### src/sv/pdq_pkg.sv
package pdq_pkg;

    localparam int NUM_READERS  = 2;
    localparam int QUEUE_DEPTH  = 16;
    localparam int HANDLE_WIDTH = 16;

    localparam int NUM_ENTRIES = NUM_READERS * QUEUE_DEPTH;
    localparam int CH_W        = (NUM_READERS > 1) ? $clog2(NUM_READERS) : 1;
    localparam int PTR_W       = (QUEUE_DEPTH > 1) ? $clog2(QUEUE_DEPTH) : 1;
    localparam int CNT_W       = $clog2(QUEUE_DEPTH + 1);
    localparam int ADDR_W      = (NUM_ENTRIES > 1) ? $clog2(NUM_ENTRIES) : 1;

    // transaction field widths
    localparam int CMD_W     = 3;
    localparam int READER_W  = 8;
    localparam int HND_W     = 16;
    localparam int STATUS_W  = 3;
    localparam int COUNT_W   = 5;

    // only the low HANDLE_WIDTH bits of a handle are kept
    localparam logic [HND_W-1:0] HANDLE_MASK = HND_W'((64'd1 << HANDLE_WIDTH) - 64'd1);

    typedef enum logic [CMD_W-1:0] {
        CMD_PUSH_BACK  = 3'd0,
        CMD_PUSH_FRONT = 3'd1,
        CMD_POP        = 3'd2,
        CMD_CLEAR      = 3'd3,
        CMD_QUERY      = 3'd4
    } t_cmd;

    typedef enum logic [STATUS_W-1:0] {
        STAT_OK    = 3'd0,
        STAT_FULL  = 3'd1,
        STAT_BADCH = 3'd2,
        STAT_EMPTY = 3'd3,
        STAT_NULL  = 3'd4
    } t_status;

    typedef enum logic {
        S_IDLE,
        S_RESP
    } t_state;

    // controller -> datapath
    typedef struct packed {
        logic accept;
        logic step;
    } t_dp_cmd;

    // datapath -> controller
    typedef struct packed {
        logic more;
        logic out_free;
    } t_dp_status;

    function automatic logic [PTR_W-1:0] ptr_inc(input logic [PTR_W-1:0] p);
        return (int'(p) == QUEUE_DEPTH - 1) ? '0 : PTR_W'(int'(p) + 1);
    endfunction

    function automatic logic [PTR_W-1:0] ptr_dec(input logic [PTR_W-1:0] p);
        return (p == '0) ? PTR_W'(QUEUE_DEPTH - 1) : PTR_W'(int'(p) - 1);
    endfunction

    function automatic logic [PTR_W-1:0] ptr_add(input logic [PTR_W-1:0] p,
                                                 input logic [CNT_W-1:0] n);
        int sum;
        sum = int'(p) + int'(n);
        if (sum >= QUEUE_DEPTH) begin
            sum = sum - QUEUE_DEPTH;
        end
        return PTR_W'(sum);
    endfunction

    function automatic logic [ADDR_W-1:0] mem_addr(input logic [CH_W-1:0] ch,
                                                   input logic [PTR_W-1:0] p);
        return ADDR_W'(int'(ch) * QUEUE_DEPTH + int'(p));
    endfunction

endpackage

### src/sv/pdq_if.sv
interface pdq_in_if import pdq_pkg::*; ();
    logic                valid;
    logic                ready;
    logic [CMD_W-1:0]    command;
    logic [READER_W-1:0] reader;
    logic [HND_W-1:0]    handle;
    logic                shift_if_full;

    modport source (output valid, command, reader, handle, shift_if_full, input ready);
    modport sink   (input valid, command, reader, handle, shift_if_full, output ready);
endinterface

interface pdq_out_if import pdq_pkg::*; ();
    logic                valid;
    logic                ready;
    logic [STATUS_W-1:0] status;
    logic [HND_W-1:0]    popped;
    logic                dropped_valid;
    logic [HND_W-1:0]    dropped;
    logic [COUNT_W-1:0]  count;
    logic                last;

    modport source (output valid, status, popped, dropped_valid, dropped, count, last,
                    input ready);
    modport sink   (input valid, status, popped, dropped_valid, dropped, count, last,
                    output ready);
endinterface

### src/sv/pdq_ctrl.sv
module pdq_ctrl import pdq_pkg::*; (
    input  logic       i_clk,
    input  logic       i_rst_n,
    input  logic       i_in_valid,
    output logic       o_in_ready,
    input  t_dp_status i_status,
    output t_dp_cmd    o_cmd
);

    t_state r_state;
    t_state n_state;

    always_ff @(posedge i_clk) begin
        if (!i_rst_n) begin
            r_state <= S_IDLE;
        end else begin
            r_state <= n_state;
        end
    end

    always_comb begin
        n_state      = r_state;
        o_in_ready   = 1'b0;
        o_cmd.accept = 1'b0;
        o_cmd.step   = 1'b0;
        unique case (r_state)
            S_IDLE: begin
                o_in_ready = 1'b1;
                if (i_in_valid) begin
                    o_cmd.accept = 1'b1;
                    n_state      = S_RESP;
                end
            end
            S_RESP: begin
                // one result per step; clear keeps stepping until its last entry
                if (i_status.out_free) begin
                    o_cmd.step = 1'b1;
                    if (!i_status.more) begin
                        n_state = S_IDLE;
                    end
                end
            end
            default: n_state = S_IDLE;
        endcase
    end

endmodule

### src/sv/pdq_datapath.sv
module pdq_datapath import pdq_pkg::*; (
    input  logic                i_clk,
    input  logic                i_rst_n,
    input  logic [CMD_W-1:0]    i_command,
    input  logic [READER_W-1:0] i_reader,
    input  logic [HND_W-1:0]    i_handle,
    input  logic                i_shift_if_full,
    input  t_dp_cmd             i_cmd,
    output t_dp_status          o_status,
    pdq_out_if.source           o_rsp
);

    logic [HND_W-1:0]  r_mem [NUM_ENTRIES];
    logic [HND_W-1:0]  r_rd_data;
    logic [CNT_W-1:0]  r_count [NUM_READERS];
    logic [PTR_W-1:0]  r_head  [NUM_READERS];

    // transaction in progress
    t_cmd              r_cmd;
    logic [CH_W-1:0]   r_ch;
    logic              r_good;
    logic              r_shift;
    logic [HND_W-1:0]  r_hnd;
    logic [CNT_W-1:0]  r_n;
    logic [CNT_W-1:0]  r_idx;
    logic [PTR_W-1:0]  r_head_l;
    logic [PTR_W-1:0]  r_rptr;

    // result register
    logic              r_o_valid;
    t_status           r_o_status;
    logic [HND_W-1:0]  r_o_popped;
    logic              r_o_dv;
    logic [HND_W-1:0]  r_o_dropped;
    logic [COUNT_W-1:0] r_o_count;
    logic              r_o_last;

    // accept side
    logic              in_good;
    logic [CH_W-1:0]   in_ch;
    logic [CNT_W-1:0]  in_n;
    logic [PTR_W-1:0]  in_head;
    logic [PTR_W-1:0]  in_rptr;

    // step side
    t_status           n_status;
    logic [HND_W-1:0]  n_popped;
    logic              n_dv;
    logic [HND_W-1:0]  n_dropped;
    logic [CNT_W-1:0]  n_cnt;
    logic [CNT_W-1:0]  n_rcount;
    logic              n_last;
    logic              is_full;
    logic              we;
    logic [PTR_W-1:0]  wptr;
    logic              upd;
    logic [CNT_W-1:0]  new_cnt;
    logic [PTR_W-1:0]  new_head;
    logic              more;
    logic              re;
    logic [ADDR_W-1:0] raddr;

    always_comb begin
        in_good = (i_reader != '0) && (i_reader <= READER_W'(NUM_READERS));
        in_ch   = in_good ? CH_W'(i_reader - READER_W'(1)) : '0;
        in_n    = in_good ? r_count[in_ch] : '0;
        in_head = r_head[in_ch];
        // push_front touches the slot before head: new head, or the tail when full
        in_rptr = (t_cmd'(i_command) == CMD_PUSH_FRONT) ? ptr_dec(in_head) : in_head;
    end

    always_comb begin
        is_full   = (r_n == CNT_W'(QUEUE_DEPTH));
        n_status  = STAT_OK;
        n_popped  = '0;
        n_dv      = 1'b0;
        n_dropped = '0;
        n_cnt     = r_n;
        n_last    = 1'b1;
        we        = 1'b0;
        wptr      = r_rptr;
        upd       = 1'b0;
        new_cnt   = r_n;
        new_head  = r_head_l;
        more      = 1'b0;
        unique case (r_cmd)
            CMD_PUSH_BACK, CMD_PUSH_FRONT: begin
                if (r_hnd == '0) begin
                    n_status = STAT_NULL;
                end else if (!r_good) begin
                    n_status  = STAT_BADCH;
                    n_dv      = 1'b1;
                    n_dropped = r_hnd;
                    n_cnt     = '0;
                end else if (is_full && !r_shift) begin
                    n_status  = STAT_FULL;
                    n_dv      = 1'b1;
                    n_dropped = r_hnd;
                end else begin
                    we  = 1'b1;
                    upd = 1'b1;
                    if (is_full) begin
                        n_dv      = 1'b1;
                        n_dropped = r_rd_data;
                    end else begin
                        new_cnt = r_n + CNT_W'(1);
                    end
                    if (r_cmd == CMD_PUSH_BACK) begin
                        if (is_full) begin
                            new_head = ptr_inc(r_head_l);
                        end else begin
                            wptr = ptr_add(r_head_l, r_n);
                        end
                    end else begin
                        new_head = r_rptr;
                    end
                    n_cnt = new_cnt;
                end
            end
            CMD_POP: begin
                if (!r_good) begin
                    n_status = STAT_BADCH;
                end else if (r_n == '0) begin
                    n_status = STAT_EMPTY;
                end else begin
                    n_popped = r_rd_data;
                    new_cnt  = r_n - CNT_W'(1);
                    new_head = ptr_inc(r_head_l);
                    upd      = 1'b1;
                    n_cnt    = new_cnt;
                end
            end
            CMD_CLEAR: begin
                if (!r_good) begin
                    n_status = STAT_BADCH;
                end else if (r_n != '0) begin
                    n_dv      = 1'b1;
                    n_dropped = r_rd_data;
                    n_cnt     = '0;
                    n_last    = (r_idx == r_n - CNT_W'(1));
                    if (n_last) begin
                        upd     = 1'b1;
                        new_cnt = '0;
                    end else begin
                        more = 1'b1;
                    end
                end
            end
            default: begin
                n_status = r_good ? STAT_OK : STAT_BADCH;
            end
        endcase
        n_rcount = n_cnt;
    end

    assign re    = i_cmd.accept || (i_cmd.step && more);
    assign raddr = i_cmd.accept ? mem_addr(in_ch, in_rptr) : mem_addr(r_ch, ptr_inc(r_rptr));

    always_ff @(posedge i_clk) begin
        if (i_cmd.step && we) begin
            r_mem[mem_addr(r_ch, wptr)] <= r_hnd;
        end
        if (re) begin
            r_rd_data <= r_mem[raddr];
        end
    end

    always_ff @(posedge i_clk) begin
        if (i_cmd.accept) begin
            r_cmd    <= t_cmd'(i_command);
            r_ch     <= in_ch;
            r_good   <= in_good;
            r_shift  <= i_shift_if_full;
            r_hnd    <= i_handle & HANDLE_MASK;
            r_n      <= in_n;
            r_head_l <= in_head;
            r_rptr   <= in_rptr;
            r_idx    <= '0;
        end else if (i_cmd.step && more) begin
            r_idx  <= r_idx + CNT_W'(1);
            r_rptr <= ptr_inc(r_rptr);
        end
        if (i_cmd.step) begin
            r_o_status  <= n_status;
            r_o_popped  <= n_popped;
            r_o_dv      <= n_dv;
            r_o_dropped <= n_dropped;
            r_o_count   <= COUNT_W'(n_rcount);
            r_o_last    <= n_last;
        end
    end

    always_ff @(posedge i_clk) begin
        if (!i_rst_n) begin
            r_o_valid <= 1'b0;
            for (int i = 0; i < NUM_READERS; i++) begin
                r_count[i] <= '0;
                r_head[i]  <= '0;
            end
        end else begin
            if (i_cmd.step) begin
                r_o_valid <= 1'b1;
            end else if (o_rsp.ready) begin
                r_o_valid <= 1'b0;
            end
            if (i_cmd.step && upd) begin
                r_count[r_ch] <= new_cnt;
                r_head[r_ch]  <= new_head;
            end
        end
    end

    assign o_status.more     = more;
    assign o_status.out_free = !r_o_valid || o_rsp.ready;

    assign o_rsp.valid         = r_o_valid;
    assign o_rsp.status        = r_o_status;
    assign o_rsp.popped        = r_o_popped;
    assign o_rsp.dropped_valid = r_o_dv;
    assign o_rsp.dropped       = r_o_dropped;
    assign o_rsp.count         = r_o_count;
    assign o_rsp.last          = r_o_last;

endmodule

### src/sv/per_channel_bounded_deque_core.sv
// Per-channel bounded deque of message handles, kept as one circular buffer per
// channel in a single-port-write, registered-read handle RAM, with a head
// pointer and entry count per channel in flops. The accept cycle launches the
// RAM read of the head slot (or the slot before it for push_front); the result
// step, taken once the output register is free, writes back, updates
// head/count and loads the result register. Clear on a channel holding n
// entries gives n results, one RAM read per entry. One command is in flight at
// a time; the next is taken while the last result still sits in the output
// register, and a stalled output holds the block in its result state. No
// clearing pass after reset: only the counts, head pointers, state and output
// valid reset, and RAM data beyond the counts is never used.
module per_channel_bounded_deque_core import pdq_pkg::*; (
    input  logic      i_clk,
    input  logic      i_rst_n,
    pdq_in_if.sink    i_req,
    pdq_out_if.source o_rsp
);

    t_dp_cmd    dp_cmd;
    t_dp_status dp_status;

    pdq_ctrl u_ctrl (
        .i_clk      (i_clk),
        .i_rst_n    (i_rst_n),
        .i_in_valid (i_req.valid),
        .o_in_ready (i_req.ready),
        .i_status   (dp_status),
        .o_cmd      (dp_cmd)
    );

    pdq_datapath u_dp (
        .i_clk           (i_clk),
        .i_rst_n         (i_rst_n),
        .i_command       (i_req.command),
        .i_reader        (i_req.reader),
        .i_handle        (i_req.handle),
        .i_shift_if_full (i_req.shift_if_full),
        .i_cmd           (dp_cmd),
        .o_status        (dp_status),
        .o_rsp           (o_rsp)
    );

    // one command at a time
    a_one_in_flight: assert property (@(posedge i_clk) disable iff (!i_rst_n)
        (i_req.valid && i_req.ready) |=> !i_req.ready)
        else $error("command accepted while another is in progress");

    // only clear produces non-final results, and those always carry a drop
    a_nonlast_is_clear: assert property (@(posedge i_clk) disable iff (!i_rst_n)
        (o_rsp.valid && !o_rsp.last) |-> (o_rsp.dropped_valid && o_rsp.count == '0))
        else $error("non-final result that is not a clear drop");

    // empty pop returns nothing
    a_empty_pop: assert property (@(posedge i_clk) disable iff (!i_rst_n)
        (o_rsp.valid && o_rsp.status == STAT_EMPTY)
            |-> (o_rsp.popped == '0 && !o_rsp.dropped_valid && o_rsp.count == '0))
        else $error("empty status with payload");

endmodule

### src/flat_wrapper.sv
// flat-port wrapper written by rule: the top's interface ports become plain ports
module per_channel_bounded_deque_core_flat import pdq_pkg::*;
  (i_clk, i_rst_n, i_req_valid, i_req_command, i_req_reader, i_req_handle, i_req_shift_if_full, i_req_ready, o_rsp_valid, o_rsp_status, o_rsp_popped, o_rsp_dropped_valid, o_rsp_dropped, o_rsp_count, o_rsp_last, o_rsp_ready);
  pdq_in_if i_req_i ();
  pdq_out_if o_rsp_i ();
  input  logic i_clk;
  input  logic i_rst_n;
  input wire logic [$bits(i_req_i.valid)-1:0] i_req_valid;
  input wire logic [$bits(i_req_i.command)-1:0] i_req_command;
  input wire logic [$bits(i_req_i.reader)-1:0] i_req_reader;
  input wire logic [$bits(i_req_i.handle)-1:0] i_req_handle;
  input wire logic [$bits(i_req_i.shift_if_full)-1:0] i_req_shift_if_full;
  output wire logic [$bits(i_req_i.ready)-1:0] i_req_ready;
  output wire logic [$bits(o_rsp_i.valid)-1:0] o_rsp_valid;
  output wire logic [$bits(o_rsp_i.status)-1:0] o_rsp_status;
  output wire logic [$bits(o_rsp_i.popped)-1:0] o_rsp_popped;
  output wire logic [$bits(o_rsp_i.dropped_valid)-1:0] o_rsp_dropped_valid;
  output wire logic [$bits(o_rsp_i.dropped)-1:0] o_rsp_dropped;
  output wire logic [$bits(o_rsp_i.count)-1:0] o_rsp_count;
  output wire logic [$bits(o_rsp_i.last)-1:0] o_rsp_last;
  input wire logic [$bits(o_rsp_i.ready)-1:0] o_rsp_ready;
  assign i_req_i.valid = i_req_valid;
  assign i_req_i.command = i_req_command;
  assign i_req_i.reader = i_req_reader;
  assign i_req_i.handle = i_req_handle;
  assign i_req_i.shift_if_full = i_req_shift_if_full;
  assign i_req_ready = i_req_i.ready;
  assign o_rsp_valid = o_rsp_i.valid;
  assign o_rsp_status = o_rsp_i.status;
  assign o_rsp_popped = o_rsp_i.popped;
  assign o_rsp_dropped_valid = o_rsp_i.dropped_valid;
  assign o_rsp_dropped = o_rsp_i.dropped;
  assign o_rsp_count = o_rsp_i.count;
  assign o_rsp_last = o_rsp_i.last;
  assign o_rsp_i.ready = o_rsp_ready;
  per_channel_bounded_deque_core u_core (.i_clk(i_clk), .i_rst_n(i_rst_n), .i_req(i_req_i), .o_rsp(o_rsp_i));
endmodule
### config.mk
export PLATFORM = sky130hd
export DESIGN_NAME = per_channel_bounded_deque_core_flat
export DESIGN_NICKNAME = d
export VERILOG_FILES = /design/src/sv/pdq_pkg.sv /design/src/sv/pdq_if.sv /design/src/sv/pdq_ctrl.sv /design/src/sv/pdq_datapath.sv /design/src/sv/per_channel_bounded_deque_core.sv /design/src/flat_wrapper.sv
export SDC_FILE = /design/constraint.sdc
export NUM_CORES = 1
export LEC_CHECK = 0
export BUFFER_PORTS_ARGS = -buffer_cell sky130_fd_sc_hd__clkbuf_2
export CAP_MARGIN = 20
export CORE_MARGIN = 2
export CORE_UTILIZATION = 45
export CTS_CLUSTER_DIAMETER = 60
export DETAILED_ROUTE_END_ITERATION = 12
export SYNTH_ARGS = -nofsm -noshare
export SYNTH_HDL_FRONTEND = slang
export SYNTH_SLANG_ARGS = --single-unit
### constraint.sdc
create_clock -name i_clk -period 11.3 [get_ports i_clk]
set_input_delay 3.39 -clock i_clk [delete_from_list [all_inputs] [get_ports i_clk]]
set_output_delay 3.39 -clock i_clk [all_outputs]
set_load 0.02 [all_outputs]
# Word-level counts from Yosys, hierarchy flattened
# Memories as Yosys holds them, arrays and structs flattened. A register that Yosys moved wholly into a read port is not among the register bits.
# Index checks and enable logic that the tools add are counted.
# totals
inputBits	32
ff_bits	79
mem_count	3
mem_bits_ro	0
latchBits	0
ram_bits	530
out_inout_bits	44
# memory_table
memory	words	word_bits	rd	rd_ports_with_merged_regs	write_ports	line	source
u_core.u_dp.r_mem	32	16	1	1	1	pdq_datapath.sv:13	logic [HND_W-1:0] r_mem [NUM_ENTRIES];
u_core.u_dp.r_count	2	5	1	1	2	pdq_datapath.sv:15	logic [CNT_W-1:0] r_count [NUM_READERS];
u_core.u_dp.r_head	2	4	1	0	2	pdq_datapath.sv:16	logic [PTR_W-1:0] r_head [NUM_READERS];
# op_classes
muxes	95
mul	0
div_mod_pow	0
n_addsub	12
n_shift	0
n_reduce_logical	23
magnitude_cmp	2
bitwise_logic	3
eq_ne	8
# op_table
operator	count
$mux 16	6
$mux 4	21
$mux 5	15
$mux 1	40
$pmux 16 s2	1
$pmux 5 s3	2
$logic_not 16->1	1
$add 5x4->5	3
$add 5x1->5 const B	2
$add 4x1->4 const B	2
$eq 4x1->1 const B	2
$le 8x2->1 const B	1
$mux 2	4
$pmux 4 s2	1
$reduce_bool 8->1	1
$sub 4x1->4 const B	2
$add 4x5->6	1
$eq 3x1->1 const B	2
$eq 3x2->1 const B	2
$ge 6x5->1 const B	1
$pmux 3 s2	1
$eq 5x5->1	1
$eq 5x5->1 const B	1
$logic_and 1x1->1	5
18 further kinds	25

# Depth between registers and ports, before layout
# logic_depth
ltp_word	12
depth_mapped	17
ltp_nobuf	13

# Cells and area by module
# A second synthesis with hierarchy kept.
# unflattened
hier_cells	1815
area_unflattened_um2	25969.9
# by_module_without_submodules
mod	area_per_inst_um2	cells_each	instances	seq_area_each_um2
pdq_datapath	25911.1	1808	1	18828.1
pdq_ctrl	58.8	7	1	20.0

# Worst setup path before layout
# No wires, ideal clock.
# synth_path
kind	input to register
from	in i_req_reader[0]
to	reg u_core.u_dp.r_rd_data[14], read port of u_core.u_dp.r_mem (data pin)
t_required_ns	11.036
path_slack_ns	4.846
arrival_ns	6.190
cell_stages	17
setup_ns	0.264
cell_sequence	buf_2 -> nor4b_2 -> a21boi_1 -> or2_2 -> inv_1 -> ha_1 -> a21oi_1 -> o31ai_1 -> and2_1 -> buf_2 -> inv_2 -> buf_2 -> buf_2 -> mux4_2 -> mux2i_1 -> a32oi_1 -> o41a_1
# synth_via
elab_chain_cells	9
elab_cells_between_ends	12
classes_between	add/sub (3); order compare (1); mux (4); reduce/logical (3); memory (1)
# synth_rtl
item	line	source
start: declaration	flat_wrapper.sv:10	input wire logic [$bits(i_req_i.reader)-1:0] i_req_reader;
$le 8x2->1 or $reduce_bool 8->1 (tied branches)	pdq_datapath.sv:64	in_good = (i_reader != '0) && (i_reader <= READER_W'(NUM_READERS));
$logic_and 1x1->1	pdq_datapath.sv:64	
$mux 1 *	pdq_datapath.sv:65	in_ch = in_good ? CH_W'(i_reader - READER_W'(1)) : '0;
$mem_v2 2x4 *	n/a	
via u_core.u_dp.in_head[1]	pdq_datapath.sv:42	logic [PTR_W-1:0] in_head;
$sub 4x1->4 or $logic_not 4->1 (tied branches)	pdq_pkg.sv:61	return (p == '0) ? PTR_W'(QUEUE_DEPTH - 1) : PTR_W'(int'(p) - 1);
$mux 4	pdq_pkg.sv:61	
$mux 4 *	pdq_datapath.sv:69	in_rptr = (t_cmd'(i_command) == CMD_PUSH_FRONT) ? ptr_dec(in_head) : in_head;
$add 5x4->5 *	pdq_pkg.sv:76	return ADDR_W'(int'(ch) * QUEUE_DEPTH + int'(p));
$mux 5 *	pdq_datapath.sv:157	assign raddr = i_cmd.accept ? mem_addr(in_ch, in_rptr) : mem_addr(r_ch, ptr_inc(r_rptr));
end: declaration	pdq_datapath.sv:14	logic [HND_W-1:0] r_rd_data;
# Mark *: on every way through the listed nets, which the timed path passes. The rest lies on a longest branch.
# A chain may end at the register's enable or synchronous reset.

# Worst setup path after layout
# layout_path
from	in i_req_reader[0]
to	reg u_core.u_dp.r_rd_data[15], read port of u_core.u_dp.r_mem (data pin)
# The elaborated chain is that of the path after synthesis.

==> impl_metrics.yaml <==
yosys:
  synth_edf_count: 623
  synth_nets: 1592
  synth_xor_area_frac: 0.006825
  ys.flop_type: "edfxtp_1"
  syn_area_um2: 25660
  async_reset_ff_frac: 0
  post_synth_mux_area_share: 0.08717
  ys_ff_latch: 630
  synth_top_family_by_area: "multiplexers"
  synth_fa_ha_area_frac: 0.005655
  synth-compound-area-share: 0.07118
  yosysUniqueCellTypes: 73
  synth-seq-area-share: 0.7344
  synth_simple_gate_area_share: 0.07440
  syn-instance-count: 1549
  syn_area_per_cell_um2: 16.57
  yosys_warnings: 0
worst_hold_path:
  hold_class: "flop to flop"
critical_path:
  crit_arrival_ns: 8.02
  cp.required_ns: 11.69
  cp_slowest_cell: "buf_4"
  path_common_cell: "buf_4"
  endpoint_kind: "flop"
  path_cells: "clkbuf_2, nor4b_2, a21boi_1, or2_2, inv_1, ha_1, a21oi_1, o31ai_4, buf_4, and2_2, inv_6, buf_4, mux4_2, mux2i_1, a32o_1, a31oi_1"
  crit_fanout: 86
  crit_buf_inv: 5
  path_delay_family: "buffers and inverters"
  r2r_slack_ns: 6.62
  slowest_delay_ns: 0.62
  start_kind: "primary input"
  worstSetupPathType: "primary input to flop"
grt:
  track_usage: 0.2196
  grt_pass1_vias: 14257
  grt_pass1_wl_mm: 95.70
  grt_max_degree: 87
  antenna_found_initial: 1
  grt-ovfl-total: 0
clocking:
  hold_buffers: 0
  cts_root_buffer: "clkbuf_16"
  cts_setup_buffers: 0
  clockBufferDepth: 3
  post_cts_resize_count: 0
  cts_buffers: 61
  path_clk_slew_ns: 0.07
  clk_latency_ns: 0.66
  clkSinkCount: 630
  cts_tree: "built"
  h-tree-depth: 2
timing:
  slew_headroom: 0.3072
  grt_setup_unrepaired: "no"
  hold_viol: 0
  min_period_ns: 7.631
  setup-violations-final: 0
  fmax_ghz: 0.1310
  post-route-period-util: 0.6753
  drv_slew: 0
  max_slew.worst_pin.slew_ns: 1.037
  fin_worst_hold_slack_ns: 0.5302
  setup_tns_ns: 0
  clock_skew_ns: 0.03547
layout:
  fin_util: 0.5146
  nets: 1707
  n_fill_cell: 4680
  syn2layout_area_growth_pct: 13.07
  seqCellArea_um2: 18850
  diodes: 0
  design_area_um2: 29020
  drive_gt1_frac: 0.1860
  multiInputGateArea_um2: 6321
placement:
  numPortBuffers: 75
  place_hpwl_mm: 38.40
  gp_congestion: 0.8691
  dpl_cell_area_um2: 27060
floorplanning:
  start_util: 0.4552
  fp.dieW_um: 242.8
  core-area_um2: 56390
  dieHeight_um: 242.8
  die_area_um2: 58960
  rows: 87
  top_level_ports: 76
detailed_routing:
  vias: 14564
  ant_nets: 0
  drt-total-wl_mm: 64.71
  wl_per_cell_um: 26.19
  dr.first_iter.drc_count: 1563
  drc: 0
  viasPerCell: 5.894
  dr.pass1.iters: 5
power_and_ir_drop:
  power.leakage_uw: 0.009862
  ir_drop_uv: 136.7
  powerDensity_nw_per_um2: 180.8
job:
  drv_cap: 0
run_status:
  status: "complete, no violations"
-- report_power, final --
| group | total [uW] | switching (uW) | leakage (uW) | internal, uW |
|---|---|---|---|---|
| clock | 1990 | 870 | 0.000957 | 1120 |
| sequential | 2650 | 31.7 | 0.00574 | 2620 |
| combinational | 606 | 397 | 0.00316 | 209 |
| total | 5250 | 1300 | 0.00986 | 3950 |
-- cells in the final DEF (no fill, tap or decap), types with 8 or more instances in the layout --
| cell type | instances |
|---|---|
| clkinv_2 | 15 |
| a21oi_1 | 27 |
| nand3_1 | 20 |
| inv_1 | 12 |
| nor2b_1 | 8 |
| clkbuf_16 | 62 |
| buf_4 | 65 |
| ha_1 | 10 |
| and3_1 | 65 |
| a211oi_1 | 33 |
| clkbuf_2 | 75 |
| xnor2_1 | 13 |
| edfxtp_1 | 623 |
| nor2_1 | 79 |
| a32o_1 | 15 |
| mux2i_1 | 75 |
| a311oi_1 | 31 |
| a31oi_1 | 19 |
| mux4_2 | 63 |
| a221o_1 | 16 |
| a211o_1 | 17 |
| and2_1 | 8 |
| o21ai_0 | 21 |
| clkinv_1 | 13 |
| o21ai_1 | 15 |
| nor3_1 | 8 |
| clkbuf_1 | 11 |
| a22o_1 | 16 |
| nand2_1 | 163 |
-- layout make-up --
cell class | count | area share
flip-flops and latches | 630 | 0.6495
multi-input cells | 813 | 0.2178
clock buffers | 73 | 0.05489
well taps | 756 | 0.03260
repair buffers | 141 | 0.03044
clock inverters | 41 | 0.01237
inverters | 17 | 0.002371
-- stage by stage --
step	setup slack [ns]	total power, uW	instances
after detailed placement	3.076	3302	2356
after global placement	3.026	3301	2356
final	3.669	5245	2471
after CTS	3.755	5282	2470
after floorplan	4.846	3093	1549
after global routing	3.445	5417	2471
-- state kept, by name, indices dropped and copies added (netlist names), 4 cells and up --
signal                     cells
u_core.u_dp.r_mem            512
u_core.u_dp.o_rsp.dropped     16
u_core.u_dp.o_rsp.popped      16
u_core.u_dp.r_hnd             16
u_core.u_dp.r_rd_data         16
u_core.u_dp.r_count           10
u_core.u_dp.r_head             8
u_core.u_dp.o_rsp.count        5
u_core.u_dp.r_idx              5
u_core.u_dp.r_n                5
u_core.u_dp.r_head_l           4
u_core.u_dp.r_rptr             4
-- routing by layer --
metal  wire length (um)  GRT usage
met4               2196    0.08066
met5                  0          0
met3               4580    0.03848
met2              30490     0.3466
met1              27440     0.3078
-- synthesized netlist by cell type (4+ instances only) --
| cell | instances | area (um^2) |
|---|---|---|
| a211o_1 | 17 | 148.9 |
| a211oi_1 | 33 | 247.7 |
| a21o_1 | 6 | 45.04 |
| a21oi_1 | 27 | 135.1 |
| a221o_1 | 16 | 160.2 |
| a22o_1 | 16 | 140.1 |
| a311oi_1 | 31 | 271.5 |
| a31oi_1 | 19 | 118.9 |
| a32o_1 | 15 | 150.1 |
| and2_1 | 9 | 56.30 |
| and3_1 | 65 | 406.6 |
| buf_2 | 31 | 155.2 |
| buf_4 | 6 | 45.04 |
| buf_6 | 7 | 78.83 |
| clkbuf_1 | 43 | 161.4 |
| dfxtp_1 | 7 | 140.1 |
| edfxtp_1 | 623 | 18710 |
| ha_1 | 10 | 125.1 |
| inv_1 | 12 | 45.04 |
| inv_2 | 5 | 18.77 |
| mux2i_1 | 75 | 750.7 |
| mux4_2 | 63 | 1419 |
| nand2_1 | 163 | 611.8 |
| nand2b_1 | 7 | 43.79 |
| nand3_1 | 20 | 100.1 |
| nand4_1 | 5 | 31.28 |
| nor2_1 | 79 | 296.5 |
| nor2b_1 | 8 | 50.05 |
| nor3_1 | 8 | 40.04 |
| nor3b_1 | 6 | 45.04 |
| nor4_1 | 5 | 31.28 |
| o21a_1 | 4 | 30.03 |
| o21ai_0 | 22 | 110.1 |
| o21ai_1 | 15 | 75.07 |
| or3_1 | 5 | 31.28 |
| xnor2_1 | 13 | 113.9 |
| xor2_1 | 7 | 61.31 |
-- worst min-delay path: cells and delay by family (launching register included) --
kind               cells  cell delay (ns)
AOI/OAI and AO/OA      1             0.08
DFF                    1             0.31
and+or+nand+nor        1             0.09
-- final timing paths --
check	startpoint	end	cells after the start
min reg2reg	u_core.u_dp.o_rsp.valid$_SDFFE_PN0P_	u_core.u_dp.o_rsp.valid$_SDFFE_PN0P_	2
max reg2reg	u_core.u_dp.r_head[0][1]$_SDFFCE_PN0P_	u_core.u_dp.r_rd_data[15]$_DFFE_PP_	14
max	i_req_reader[0]	u_core.u_dp.r_rd_data[15]$_DFFE_PP_	16
min	u_core.u_dp.o_rsp.valid$_SDFFE_PN0P_	u_core.u_dp.o_rsp.valid$_SDFFE_PN0P_	2
-- logic make-up (layout without fill, tap and decap cells) --
| kind of cell | count (synthesis) | count (layout) |
|---|---|---|
| AOI/OAI and AO/OA | 242 | 242 |
| xor gates and xnor gates | 20 | 20 |
| adders and majority gates | 11 | 11 |
| buffers and inverters | 106 | 272 |
| DFF | 630 | 630 |
| muxes | 143 | 143 |
| and+or+nand+nor | 397 | 397 |
No activity file was read; power rests on OpenSTA's default activity.
